`src/design/ttg_pkg.sv`:
```
package ttg_pkg;

   // field widths
   localparam int PAD_IN_WIDTH = 16;
   localparam int TIME_WIDTH = 32;
   localparam int THRESH_WIDTH = 16;
   localparam int MASK_WIDTH = 16;
   localparam int REQ_DATA_WIDTH = PAD_IN_WIDTH + TIME_WIDTH;
   localparam int RSP_DATA_WIDTH = 3 * MASK_WIDTH;
   localparam int CSR_INDEX_WIDTH = 2;

   // default pad count
   localparam int PAD_COUNT_DEFAULT = 16;

   // threshold reset values
   localparam logic [THRESH_WIDTH-1:0] SHORT_TAP_RESET = 16'd200;
   localparam logic [THRESH_WIDTH-1:0] LONG_PRESS_RESET = 16'd1000;
   localparam logic [THRESH_WIDTH-1:0] DOUBLE_TAP_RESET = 16'd300;

   // register indexes
   typedef enum logic [CSR_INDEX_WIDTH-1:0] {
      CSR_SHORT_TAP  = 2'd0,
      CSR_LONG_PRESS = 2'd1,
      CSR_DOUBLE_TAP = 2'd2
   } csr_index_type;

   // thresholds shared by all lanes
   typedef struct packed {
      logic [THRESH_WIDTH-1:0] short_tap_ms;
      logic [THRESH_WIDTH-1:0] long_press_ms;
      logic [THRESH_WIDTH-1:0] double_tap_ms;
   } thresholds_type;

   // events one lane reports for the current word
   typedef struct packed {
      logic single_tap;
      logic double_tap;
      logic long_press;
   } lane_event_type;

endpackage

```
`src/design/ttg_merge.sv`:
```
module ttg_merge #(
   parameter int PAD_COUNT = ttg_pkg::PAD_COUNT_DEFAULT
) (
   input  logic                                     clock,
   input  logic                                     reset,
   input  logic                                     accept,
   input  ttg_pkg::lane_event_type [PAD_COUNT-1:0]  lane_events,
   output logic                                     in_ready,
   output logic                                     rsp_tvalid,
   input  logic                                     rsp_tready,
   // single_tap_mask[15:0], double_tap_mask[31:16], long_press_mask[47:32]
   output logic [ttg_pkg::RSP_DATA_WIDTH-1:0]       rsp_tdata
);
   import ttg_pkg::*;

   logic                      valid_ff, valid_in;
   logic [RSP_DATA_WIDTH-1:0] data_ff, data_in;
   logic [MASK_WIDTH-1:0]     single_mask;
   logic [MASK_WIDTH-1:0]     double_mask;
   logic [MASK_WIDTH-1:0]     long_mask;

   // gather lane events into masks, pads above the mask width are dropped
   for (genvar j = 0; j < MASK_WIDTH; j++) begin : g_bit
      if (j < PAD_COUNT) begin : g_pad
         assign single_mask[j] = lane_events[j].single_tap;
         assign double_mask[j] = lane_events[j].double_tap;
         assign long_mask[j] = lane_events[j].long_press;
      end else begin : g_none
         assign single_mask[j] = 1'b0;
         assign double_mask[j] = 1'b0;
         assign long_mask[j] = 1'b0;
      end
   end

   // output register refills in the cycle its word is taken
   assign in_ready = !valid_ff || rsp_tready;

   always_comb begin
      valid_in = valid_ff;
      data_in = data_ff;
      if (accept) begin
         valid_in = 1'b1;
         data_in = {long_mask, double_mask, single_mask};
      end else if (rsp_tready) begin
         valid_in = 1'b0;
      end
   end

   always_ff @(posedge clock) begin
      if (reset) begin
         valid_ff <= 1'b0;
      end else begin
         valid_ff <= valid_in;
      end
   end

   always_ff @(posedge clock) begin
      data_ff <= data_in;
   end

   assign rsp_tvalid = valid_ff;
   assign rsp_tdata = data_ff;

endmodule

```
`config.mk`:
```
export PLATFORM = sky130hd
export DESIGN_NAME = ttg_merge
export DESIGN_NICKNAME = d
export VERILOG_FILES = /design/src/design/ttg_pkg.sv /design/src/design/ttg_merge.sv
export SDC_FILE = /design/constraint.sdc
export NUM_CORES = 1
export LEC_CHECK = 0
export BUFFER_PORTS_ARGS = -buffer_cell sky130_fd_sc_hd__buf_4
export CORE_MARGIN = 10
export CORE_UTILIZATION = 40
export CTS_CLUSTER_SIZE = 20
export DETAILED_ROUTE_END_ITERATION = 7
export GPL_ROUTABILITY_DRIVEN = 0
export PLACE_DENSITY = 0.78
export SLEW_MARGIN = 20
export SYNTH_ARGS = -nofsm -noshare
export SYNTH_HDL_FRONTEND = slang
export SYNTH_SLANG_ARGS = --single-unit
```
`constraint.sdc`:
```
create_clock -name clock -period 0.8 [get_ports clock]
set_input_delay 0.2 -clock clock [delete_from_list [all_inputs] [get_ports clock]]
set_output_delay 0.2 -clock clock [all_outputs]
set_load 0.01 [all_outputs]
```
==> metrics.md <==
| Metric | Value |
|---|---|
| Fin crit share | `1.34` |
| TritonCTS Buffers | `5` |
| Placed Cells | `between 200 and 250` |
| Worst endpoint required time | `0.60 ns` |
| Fin util | `0.718` |
| Die height | `approximately 80 µm` |
| Status | `complete, but fails checks` |
| Share of layout cells above drive strength 1 | `0.699` |
| Setup CP Type | `reg2out` |
| Post-layout worst setup margin | `-0.273 ns` |
| # hold bufs at CTS | `0` |
| Distinct cells, synth | `5` |
| Initial DRC count | `61` |
| Total Wirelength | `just over 4000 µm` |
| PD cells | `2050 nW/µm²` |
| Largest family of logic cells by synthesized area | `simple AND/OR/NAND/NOR gates` |
| Nets | `214` |
| Clk Latency, worst-skew pair | `0.30 ns` |
| Warnings from Yosys | `0` |
| Setup TNS Final | `-11.02 ns` |
| Slowest stage cell, crit path | `edfxtp_1` |
| Slowest stage delay, CP | `0.43 ns` |
| Gr usage total | `0.125` |
| Sequential area share after synthesis | `0.982` |
| Root Driver | `clkbuf_8` |
| Syn Inst Count | `52` |
| Wire per inst | `19.5 µm` |
| Synth Area in Compound Gates | `0.00589` |
| Clk buf depth | `2` |
| Worst Tran Pin Value | `0.137 ns` |
| Area grow syn2layout | `75.4%` |
| Max Freq | `0.932 GHz` |
| Number of synthesized register bits | `49` |
| Initial antenna violation count | `0` |
| Most common cell in the netlist | `edfxtp_1` |
| CTS Sinks | `roughly 50` |
| Peak VDD IR | `0.00181 V` |
| Total number of vias | `923` |
| Post-synthesis mux area share | `0` |
| Finished Layout Cells | `approximately 210` |
| Post-synth EDFFs | `48` |
| Drt drc | `0` |
| Clock slew at reported path FFs | `0.09 ns` |
| Placed Area | `around 2300 µm²` |
| XOR/XNOR Fraction of Synth Area | `0` |
| Number of diodes | `0` |
| Yosys top cell area share | `0.969` |
| IO Count | `102` |
| IO buf count | `between 100 and 150` |
| Simple-Gate Fraction of Synth Area | `0.00925` |
| Initial Util | `0.409` |
| Final setup violating endpoints | `50` |
| Min Clock Period, post-route | `1.07 ns` |
| Aggregate global routing overflow | `0` |
| Failing checks | `negative setup slack` |
| LEAKAGE | `0.00110 µW` |
| Max-slew headroom | `0.909` |
| First-pass GRT wire length | `5870 µm` |
| Crit-path leading delay family | `flip-flops` |
| Synthesized-area fraction occupied by adder cells | `0` |
| Worst Path Arrival | `a little under 0.9 ns` |
| Maxcap violations | `0` |
| Skew final | `0 ns` |
| Via/cell ratio | `roughly 4.4` |
| Antenna Nets Post-Route | `0` |
| H-tree depth | `2` |
| Synth top area cells | `edfxtp_1 (97%), dfxtp_1 (1.3%), nand2b_4 (0.93%)` |
| Asr flop ratio synth | `0` |
| 1st-pass router iterations | `4` |
| Most used DFF post-synth | `edfxtp_1` |
| Top post-synthesis cells by count | `edfxtp_1 (48), a21oi_2 (1), dfxtp_1 (1), inv_1 (1), nand2b_4 (1)` |
| Post-synthesis cell area | `1490 µm²` |
| Crit Path Max Fanout | `1` |
| Final Slew Violations | `0` |
| CP Launch Type | `flip-flop` |
| RSZ-0062 raised after global routing | `yes` |
| Crit path buf inv count | `1` |
| CP Capture Type | `primary output` |
| Die X | `81.0 µm` |
| Count of final hold-check violations | `0` |
| CP cell instances | `buf_6` |
| HP Class | `in2reg` |
| Cell area after layout | `around 2600 µm²` |
| Total power | `5350 µW` |
| Syn_nets | `104` |
| Core area | `3630 µm²` |
| Area leader, netlist | `edfxtp_1` |
| Row count | `22` |
| Vias in the first global route | `between 1,000 and 1,500` |
| CTS tree | `built` |
| Avg Inst Size Synth | `28.6 µm²` |
| Die Area | `6560 µm²` |
| Largest net degree at the start of global routing | `27` |
[state kept, by name (all words and copies together) (netlist names)]
signal and count:
rsp_tvalid 1, rsp_tdata 48
[power by group]
part	total, µW	leakage [µW]	switching (µW)	internal [µW]
registers	3130	0.000478	91.3	3040
clock network	1410	0.0000445	787	620
logic	805	0.000576	290	515
total	5350	0.00110	1170	4180
[final cells by class]
| cell class | instances | area, µm² |
|---|---|---|
| timing repair buffer | 103 | 971 |
| clock buffer | 5 | 68.8 |
| tap | 48 | 60.1 |
| sequential | 49 | 1460 |
| inverter | 1 | 3.75 |
| multi-input combinational | 2 | 22.5 |
| fill | 221 | 1020 |
| clock inverter | 3 | 21.3 |
[what timing repair did]
item | CTS | global route
gates resized for setup | 35 | 12
pin swaps | 0 | 0
setup buffers | 0 | 0
setup endpoints to repair | 50 | 50
endpoints found under the hold margin | 0 | 0
[metrics by stage]
step,hold WS [ns],setup slack [ns]
finish,0.0334,-0.273
global placement,0.356,0.00395
floorplan,0.262,0.121
CTS,0.0258,-0.259
detailed placement,0.358,-0.00539
global route,0.00434,-0.322
[final timing paths]
path                           start                       to  slack, ns  depth (start not counted)
max          rsp_tdata[12]$_DFFE_PP_            rsp_tdata[12]      -0.27                          1
min                            reset  rsp_tvalid$_SDFFE_PP0P_       0.03                          2
max reg2reg  rsp_tvalid$_SDFFE_PP0P_  rsp_tvalid$_SDFFE_PP0P_       0.19                          2
min reg2reg  rsp_tvalid$_SDFFE_PP0P_  rsp_tvalid$_SDFFE_PP0P_       0.50                          2
[logic make-up after synthesis]
| group | Yosys count |
|---|---|
| DFF | 49 |
| and+or+nand+nor | 1 |
| AOI/OAI and AO/OA | 1 |
| buffers and inverters | 1 |
[cells in the final DEF, fill, tap and decap left out]
cell type   synthesis  final
a21oi_2             1      1
buf_12              0      2
buf_4               0     55
buf_6               0     46
clkbuf_8            0      5
clkinv_2            0      1
clkinvlp_4          0      1
dfxtp_2             0      1
edfxtp_1           48     48
inv_1               1      1
inv_6               0      1
nand2b_4            1      1
[per-layer routing]
metal,routed length [µm],part of all wire,up-vias,GRT usage
met1,1130,0.27,433,0.108
met5,0,0,-,0
met4,46,0.011,0,0.0519
met2,2150,0.52,62,0.202
li1,-,-,424,-
met3,792,0.19,4,0.111
(Power assumes the default switching activity.)
