==> src/design/ttg_pkg.sv <==
package ttg_pkg;

   // field widths
   localparam int PAD_IN_WIDTH = 16;
   localparam int TIME_WIDTH = 32;
   localparam int THRESH_WIDTH = 16;
   localparam int MASK_WIDTH = 16;
   localparam int REQ_DATA_WIDTH = PAD_IN_WIDTH + TIME_WIDTH;
   localparam int RSP_DATA_WIDTH = 3 * MASK_WIDTH;
   localparam int CSR_INDEX_WIDTH = 2;

   // default pad count
   localparam int PAD_COUNT_DEFAULT = 16;

   // threshold reset values
   localparam logic [THRESH_WIDTH-1:0] SHORT_TAP_RESET = 16'd200;
   localparam logic [THRESH_WIDTH-1:0] LONG_PRESS_RESET = 16'd1000;
   localparam logic [THRESH_WIDTH-1:0] DOUBLE_TAP_RESET = 16'd300;

   // register indexes
   typedef enum logic [CSR_INDEX_WIDTH-1:0] {
      CSR_SHORT_TAP  = 2'd0,
      CSR_LONG_PRESS = 2'd1,
      CSR_DOUBLE_TAP = 2'd2
   } csr_index_type;

   // thresholds shared by all lanes
   typedef struct packed {
      logic [THRESH_WIDTH-1:0] short_tap_ms;
      logic [THRESH_WIDTH-1:0] long_press_ms;
      logic [THRESH_WIDTH-1:0] double_tap_ms;
   } thresholds_type;

   // events one lane reports for the current word
   typedef struct packed {
      logic single_tap;
      logic double_tap;
      logic long_press;
   } lane_event_type;

endpackage

==> src/design/ttg_lane.sv <==
module ttg_lane (
   input  logic                                 clock,
   input  logic                                 reset,
   input  logic                                 accept,
   input  logic                                 touched,
   input  logic [ttg_pkg::TIME_WIDTH-1:0]       time_ms,
   input  ttg_pkg::thresholds_type              thresholds,
   output ttg_pkg::lane_event_type              lane_event
);
   import ttg_pkg::*;

   logic                  held_ff, held_in;
   logic [TIME_WIDTH-1:0] press_start_ff, press_start_in;
   logic [TIME_WIDTH-1:0] last_tap_ff, last_tap_in;

   logic [TIME_WIDTH-1:0] held_for;
   logic [TIME_WIDTH-1:0] since_tap;
   logic                  release_now;
   logic                  tap_now;
   logic                  double_now;

   // elapsed times, wrapping modulo 2^32
   assign held_for = time_ms - press_start_ff;
   assign since_tap = time_ms - last_tap_ff;

   // classification of a release
   assign release_now = !touched && held_ff;
   assign tap_now = release_now &&
                    (held_for < {{(TIME_WIDTH-THRESH_WIDTH){1'b0}}, thresholds.short_tap_ms});
   assign double_now = since_tap <
                       {{(TIME_WIDTH-THRESH_WIDTH){1'b0}}, thresholds.double_tap_ms};

   assign lane_event.single_tap = tap_now && !double_now;
   assign lane_event.double_tap = tap_now && double_now;
   assign lane_event.long_press = release_now && !tap_now &&
      (held_for >= {{(TIME_WIDTH-THRESH_WIDTH){1'b0}}, thresholds.long_press_ms});

   // next pad state
   always_comb begin
      held_in = held_ff;
      press_start_in = press_start_ff;
      last_tap_in = last_tap_ff;
      if (accept) begin
         if (touched && !held_ff) begin
            held_in = 1'b1;
            press_start_in = time_ms;
         end else if (release_now) begin
            held_in = 1'b0;
         end
         if (tap_now) begin
            last_tap_in = time_ms;
         end
      end
   end

   // pad state registers
   always_ff @(posedge clock) begin
      if (reset) begin
         held_ff <= 1'b0;
         last_tap_ff <= '0;
      end else begin
         held_ff <= held_in;
         last_tap_ff <= last_tap_in;
      end
   end

   // press start is only read while held
   always_ff @(posedge clock) begin
      press_start_ff <= press_start_in;
   end

endmodule

==> config.mk <==
export PLATFORM = sky130hd
export DESIGN_NAME = ttg_lane
export DESIGN_NICKNAME = d
export VERILOG_FILES = /design/src/design/ttg_pkg.sv /design/src/design/ttg_lane.sv
export SDC_FILE = /design/constraint.sdc
export NUM_CORES = 1
export LEC_CHECK = 0
export ABC_AREA = 1
export BUFFER_PORTS_ARGS = -buffer_cell sky130_fd_sc_hd__buf_4
export CAP_MARGIN = 20
export CORE_AREA = 2 2 126 128
export CTS_BUF_LIST = sky130_fd_sc_hd__clkbuf_4 sky130_fd_sc_hd__clkbuf_8
export DETAILED_ROUTE_END_ITERATION = 8
export DIE_AREA = 0 0 128 130
export PLACE_DENSITY = 0.76
export SYNTH_ARGS = -nofsm -noshare
export SYNTH_HDL_FRONTEND = slang
export SYNTH_SLANG_ARGS = --single-unit
==> constraint.sdc <==
create_clock -name clock -period 5.3 [get_ports clock]
set_input_delay 1.325 -clock clock [delete_from_list [all_inputs] [get_ports clock]]
set_output_delay 1.325 -clock clock [all_outputs]
set_load 0.02 [all_outputs]
==> key figures <==
STA
  • Worst Slack Setup Final: -0.0511 ns
  • Period utilization: 101%
  • Fmax: 187 MHz
  • Relative slew slack: 27.2%
  • RSZ-0062 raised after global routing: yes
  • Post-Route Setup TNS: -0.0848 ns
  • Worst-Margin Slew: roughly 1.1 ns
  • Max-slew violations: 0
  • Final setup viols: 2
  • Hold_ws: 0.486 ns
  • Min cycle time layout: 5.35 ns
  • Hold Violations, Final: 0
  • Final Skew: 0.0107 ns

Global routing
  • Initial antenna violation count: 0
  • Global routing usage on met1: 35.4%
  • Largest net degree at the start of global routing: 35
  • Vias in the first global route: 8710
  • Tot GR Track Use: 28.8%
  • Met2 usage in global routing: a little over half
  • GR Util met3: 1.44%
  • Global-route wire length before repair: about 39000 um
  • Total global routing overflow: 0
  • GRT busiest layer: met2

Hold path
  • Worst hold path type: flop to flop
  • Hold Crit Start: last_tap_ff[12]
  • Worst hold path cell count: 2
  • Hold path endpoint: last_tap_ff[12]

Power and ir drop
  • Pwr Density: 176 nW/um2
  • Comb power frac: 46.2%
  • Cell Int Power: between 1 and 1.5 mW
  • LEAKAGE: 5.94 nW
  • Sw frac: 35.7%
  • Psw: 0.704 mW
  • Sequential share of power: 27.7%
  • Peak VDD IR: 0.110 mV
  • Overall power: 1.97 mW
  • Power share of the clock group: 26.1%

Detailed routing
  • Remaining DRCs: 0
  • Drt total wl: 24300 um
  • Wire per inst: 13.3 um
  • Initial DRC count: ~540
  • Antenna-violating nets left: 0
  • Vias per inst: roughly 5.1
  • Routed via count: roughly 9000
  • Drt pass-1 iters: 9

Outcome
  • Status: finished with violations
  • Failing checks: negative setup slack

Critical path
  • Reg2reg path depth: 20
  • Crit path largest cell delay: 0.35 ns
  • Worst R2R Start: press_start_ff[8]
  • Slowest CP cell: ha_1
  • Critical Setup Path Class: input port to output port
  • Crit path launch type: input port
  • Top delay family on crit path: compound AO/OA/AOI/OAI gates
  • CP arrival: 4.03 ns
  • Reg2reg end: last_tap_ff[11]
  • Crit path required time: slightly below 4 ns
  • Critical Path End Type: output port
  • R2R Setup Slk: 1.66 ns
  • Crit-path cells: buf_4 -> ha_2 -> nand2_4 -> inv_1 -> nand2_1 -> nand2_1 -> a21oi_2 -> nand2_2 -> xor2_2 -> ha_1 -> a21oi_2 -> o21ai_1 -> a21oi_1 -> a21boi_4 -> nand4_4 -> nor2_2 -> buf_6
  • Worst Path Buf+Inv: 3
  • Peak fanout along the critical path: 4

Placement
  • Dpl cells: 1796
  • Post-DP HPWL: a little under 20000 um
  • GPL Wtd Cong: 0.962
  • Number of I/O port buffers: 86

Logic synthesis
  • Synth warn: 0
  • Synth Register Bits: 65
  • Post-Syn Instances: approximately 1400
  • EDFF count, synth: 32
  • Syn avg cell area: 6.00 um2
  • Most used DFF post-synth: dfxtp_1
  • Register area share after synthesis: 19.1%
  • Async set-reset flop share out of synthesis: 0%
  • Syn Nets: 1612
  • Netlist Area Pre-Place: 8490 um2
  • Post-synth cell types: 44

Final layout
  • Finished Layout Cells: between 1500 and 2000
  • Commonest non-fill, non-tap cells in the layout: nand2_1, inv_1, buf_4
  • # diodes: 0
  • Commonest non-fill, non-tap cell in the layout: nand2_1
  • Layout cells sized above 1: approximately a quarter
  • Final core occ: 72.5%
  • Nets@finish: 1826
  • Area grow syn2layout: 31.6%

Die
  • Die width: 128 um
  • I/O pins: between 80 and 90
  • Core Footprint: 15400 um2
  • Initial Util: 55.1%
  • Die height: 130 um
  • Standard-cell rows: 46
  • Die area: between 15000 and 20000 um2

Clock tree
  • CTS tree: done
  • Hold buffer count at cts: 0
  • Max Buffers Root-to-Sink: 2
  • CTS root buffer: clkbuf_8
  • Cts bufs inserted: 9
  • Clk Latency, worst-skew pair: 0.35 ns
  • Clock sinks: 65
  • Clk pin slew, worst setup/hold paths: 0.07 ns
  • CTS H-tree lvls: 3

Run
  • Max_cap viols: 0
==> synth_stat cells, types with 2 or more instances <==
| library cell | n | area [um2] |
|---|---|---|
| buf_6 | 6 | 67.6 |
| nand3b_1 | 7 | 52.6 |
| nand3_1 | 86 | 430 |
| and2_1 | 4 | 25.0 |
| nand2_1 | 409 | 1540 |
| inv_1 | 306 | 1150 |
| inv_2 | 16 | 60.1 |
| nor2_4 | 6 | 67.6 |
| nand3_2 | 3 | 30.0 |
| edfxtp_1 | 32 | 961 |
| buf_1 | 3 | 11.3 |
| a21oi_1 | 72 | 360 |
| nor3b_1 | 2 | 15.0 |
| dfxtp_1 | 33 | 661 |
| a31oi_1 | 2 | 12.5 |
| a21o_1 | 7 | 52.6 |
| nor2_1 | 173 | 649 |
| nor3_1 | 10 | 50.1 |
| ha_1 | 110 | 1380 |
| nor2_2 | 7 | 43.8 |
| o21ai_0 | 34 | 170 |
| o21bai_1 | 5 | 37.5 |
| nand2_2 | 5 | 31.3 |
| xor2_1 | 28 | 245 |
| fa_1 | 2 | 40.0 |
| xnor2_1 | 7 | 61.3 |
| a21boi_0 | 4 | 30.0 |
| a211oi_1 | 2 | 15.0 |
| nand4_1 | 15 | 93.8 |
| o21a_1 | 4 | 30.0 |
| buf_2 | 3 | 15.0 |
==> cells by family after synthesis <==
kind of cell	Yosys count	synth area share, %
and+or+nand+nor	734	36.4
buffers and inverters	335	15.4
AOI/OAI and AO/OA	135	8.85
adders and majority gates	112	16.7
DFF	65	19.1
xor gates and xnor gates	35	3.61
==> per-stage QoR <==
stage               worst slack (ns)  cell area, um2
detailed placement            -0.293           10100
global placement              -0.194           10100
CTS                          0.00380           10800
floorplan                     0.0291            8500
finish                       -0.0511           11200
global route                  -0.173           11200
==> worst register-to-register path: stages, from the launching register on <==
cell,delay (ns)
edfxtp_1,0.39
inv_1,0.11
ha_4,0.22
nand2_1,0.09
nand2_1,0.09
nand2_1,0.08
nand2_1,0.13
a21oi_2,0.18
nand2_2,0.09
xor2_2,0.15
ha_1,0.35
a21oi_2,0.15
o21ai_1,0.09
a21oi_1,0.15
a21boi_4,0.24
nand4_4,0.17
buf_4,0.20
nor2_4,0.07
buf_4,0.35
nor2_1,0.11
nor2_1,0.16
==> timing repair <==
action                                  in CTS  in global routing
endpoints found under the setup margin       3                  3
pin swaps                                   19                 50
resized for setup                           68                 74
setup buffers                               10                  5
==> layout make-up <==
| type | count | area [um2] |
|---|---|---|
| clock buffer | 9 | 124 |
| clock inverter | 7 | 118 |
| fill | 1270 | 4250 |
| inverter | 322 | 1220 |
| multi-input combinational | 1016 | 6200 |
| sequential | 65 | 1620 |
| tap | 192 | 240 |
| timing repair buffer | 216 | 1650 |
==> state kept, by name, indices dropped and copies added (netlist names) <==
signal and cells:
last_tap_ff 32, press_start_ff 32, held_ff 1
==> metal layers <==
| metal | part of all wire, % | vias up |
|---|---|---|
| met2 | 50 | 241 |
| met1 | 44 | 4164 |
| met4 | 3.2 | 0 |
| met3 | 3.6 | 49 |
| li1 | - | 4811 |
| met5 | 0 | - |
==> power by group through the flow <==
stage	sequential [mW]	clock, mW	combinational (mW)
after floorplan	0.556	0	0.486
after global placement	0.557	0	0.775
after detailed placement	0.557	0	0.790
after CTS	0.546	0.516	0.845
after global routing	0.547	0.535	1.02
final	0.546	0.514	0.911
==> worst max path at each step <==
stage | startpoint | to | slack, ns | cells after the start
global route | time_ms[9] | lane_event[1] | -0.17 | 17
floorplan | time_ms[2] | lane_event[1] | 0.03 | 18
finish | time_ms[9] | lane_event[1] | -0.05 | 17
detailed placement | time_ms[0] | lane_event[2] | -0.29 | 19
global placement | time_ms[0] | lane_event[2] | -0.19 | 19
CTS | time_ms[0] | lane_event[2] | 0.004 | 19
(Power assumes the default switching activity.)
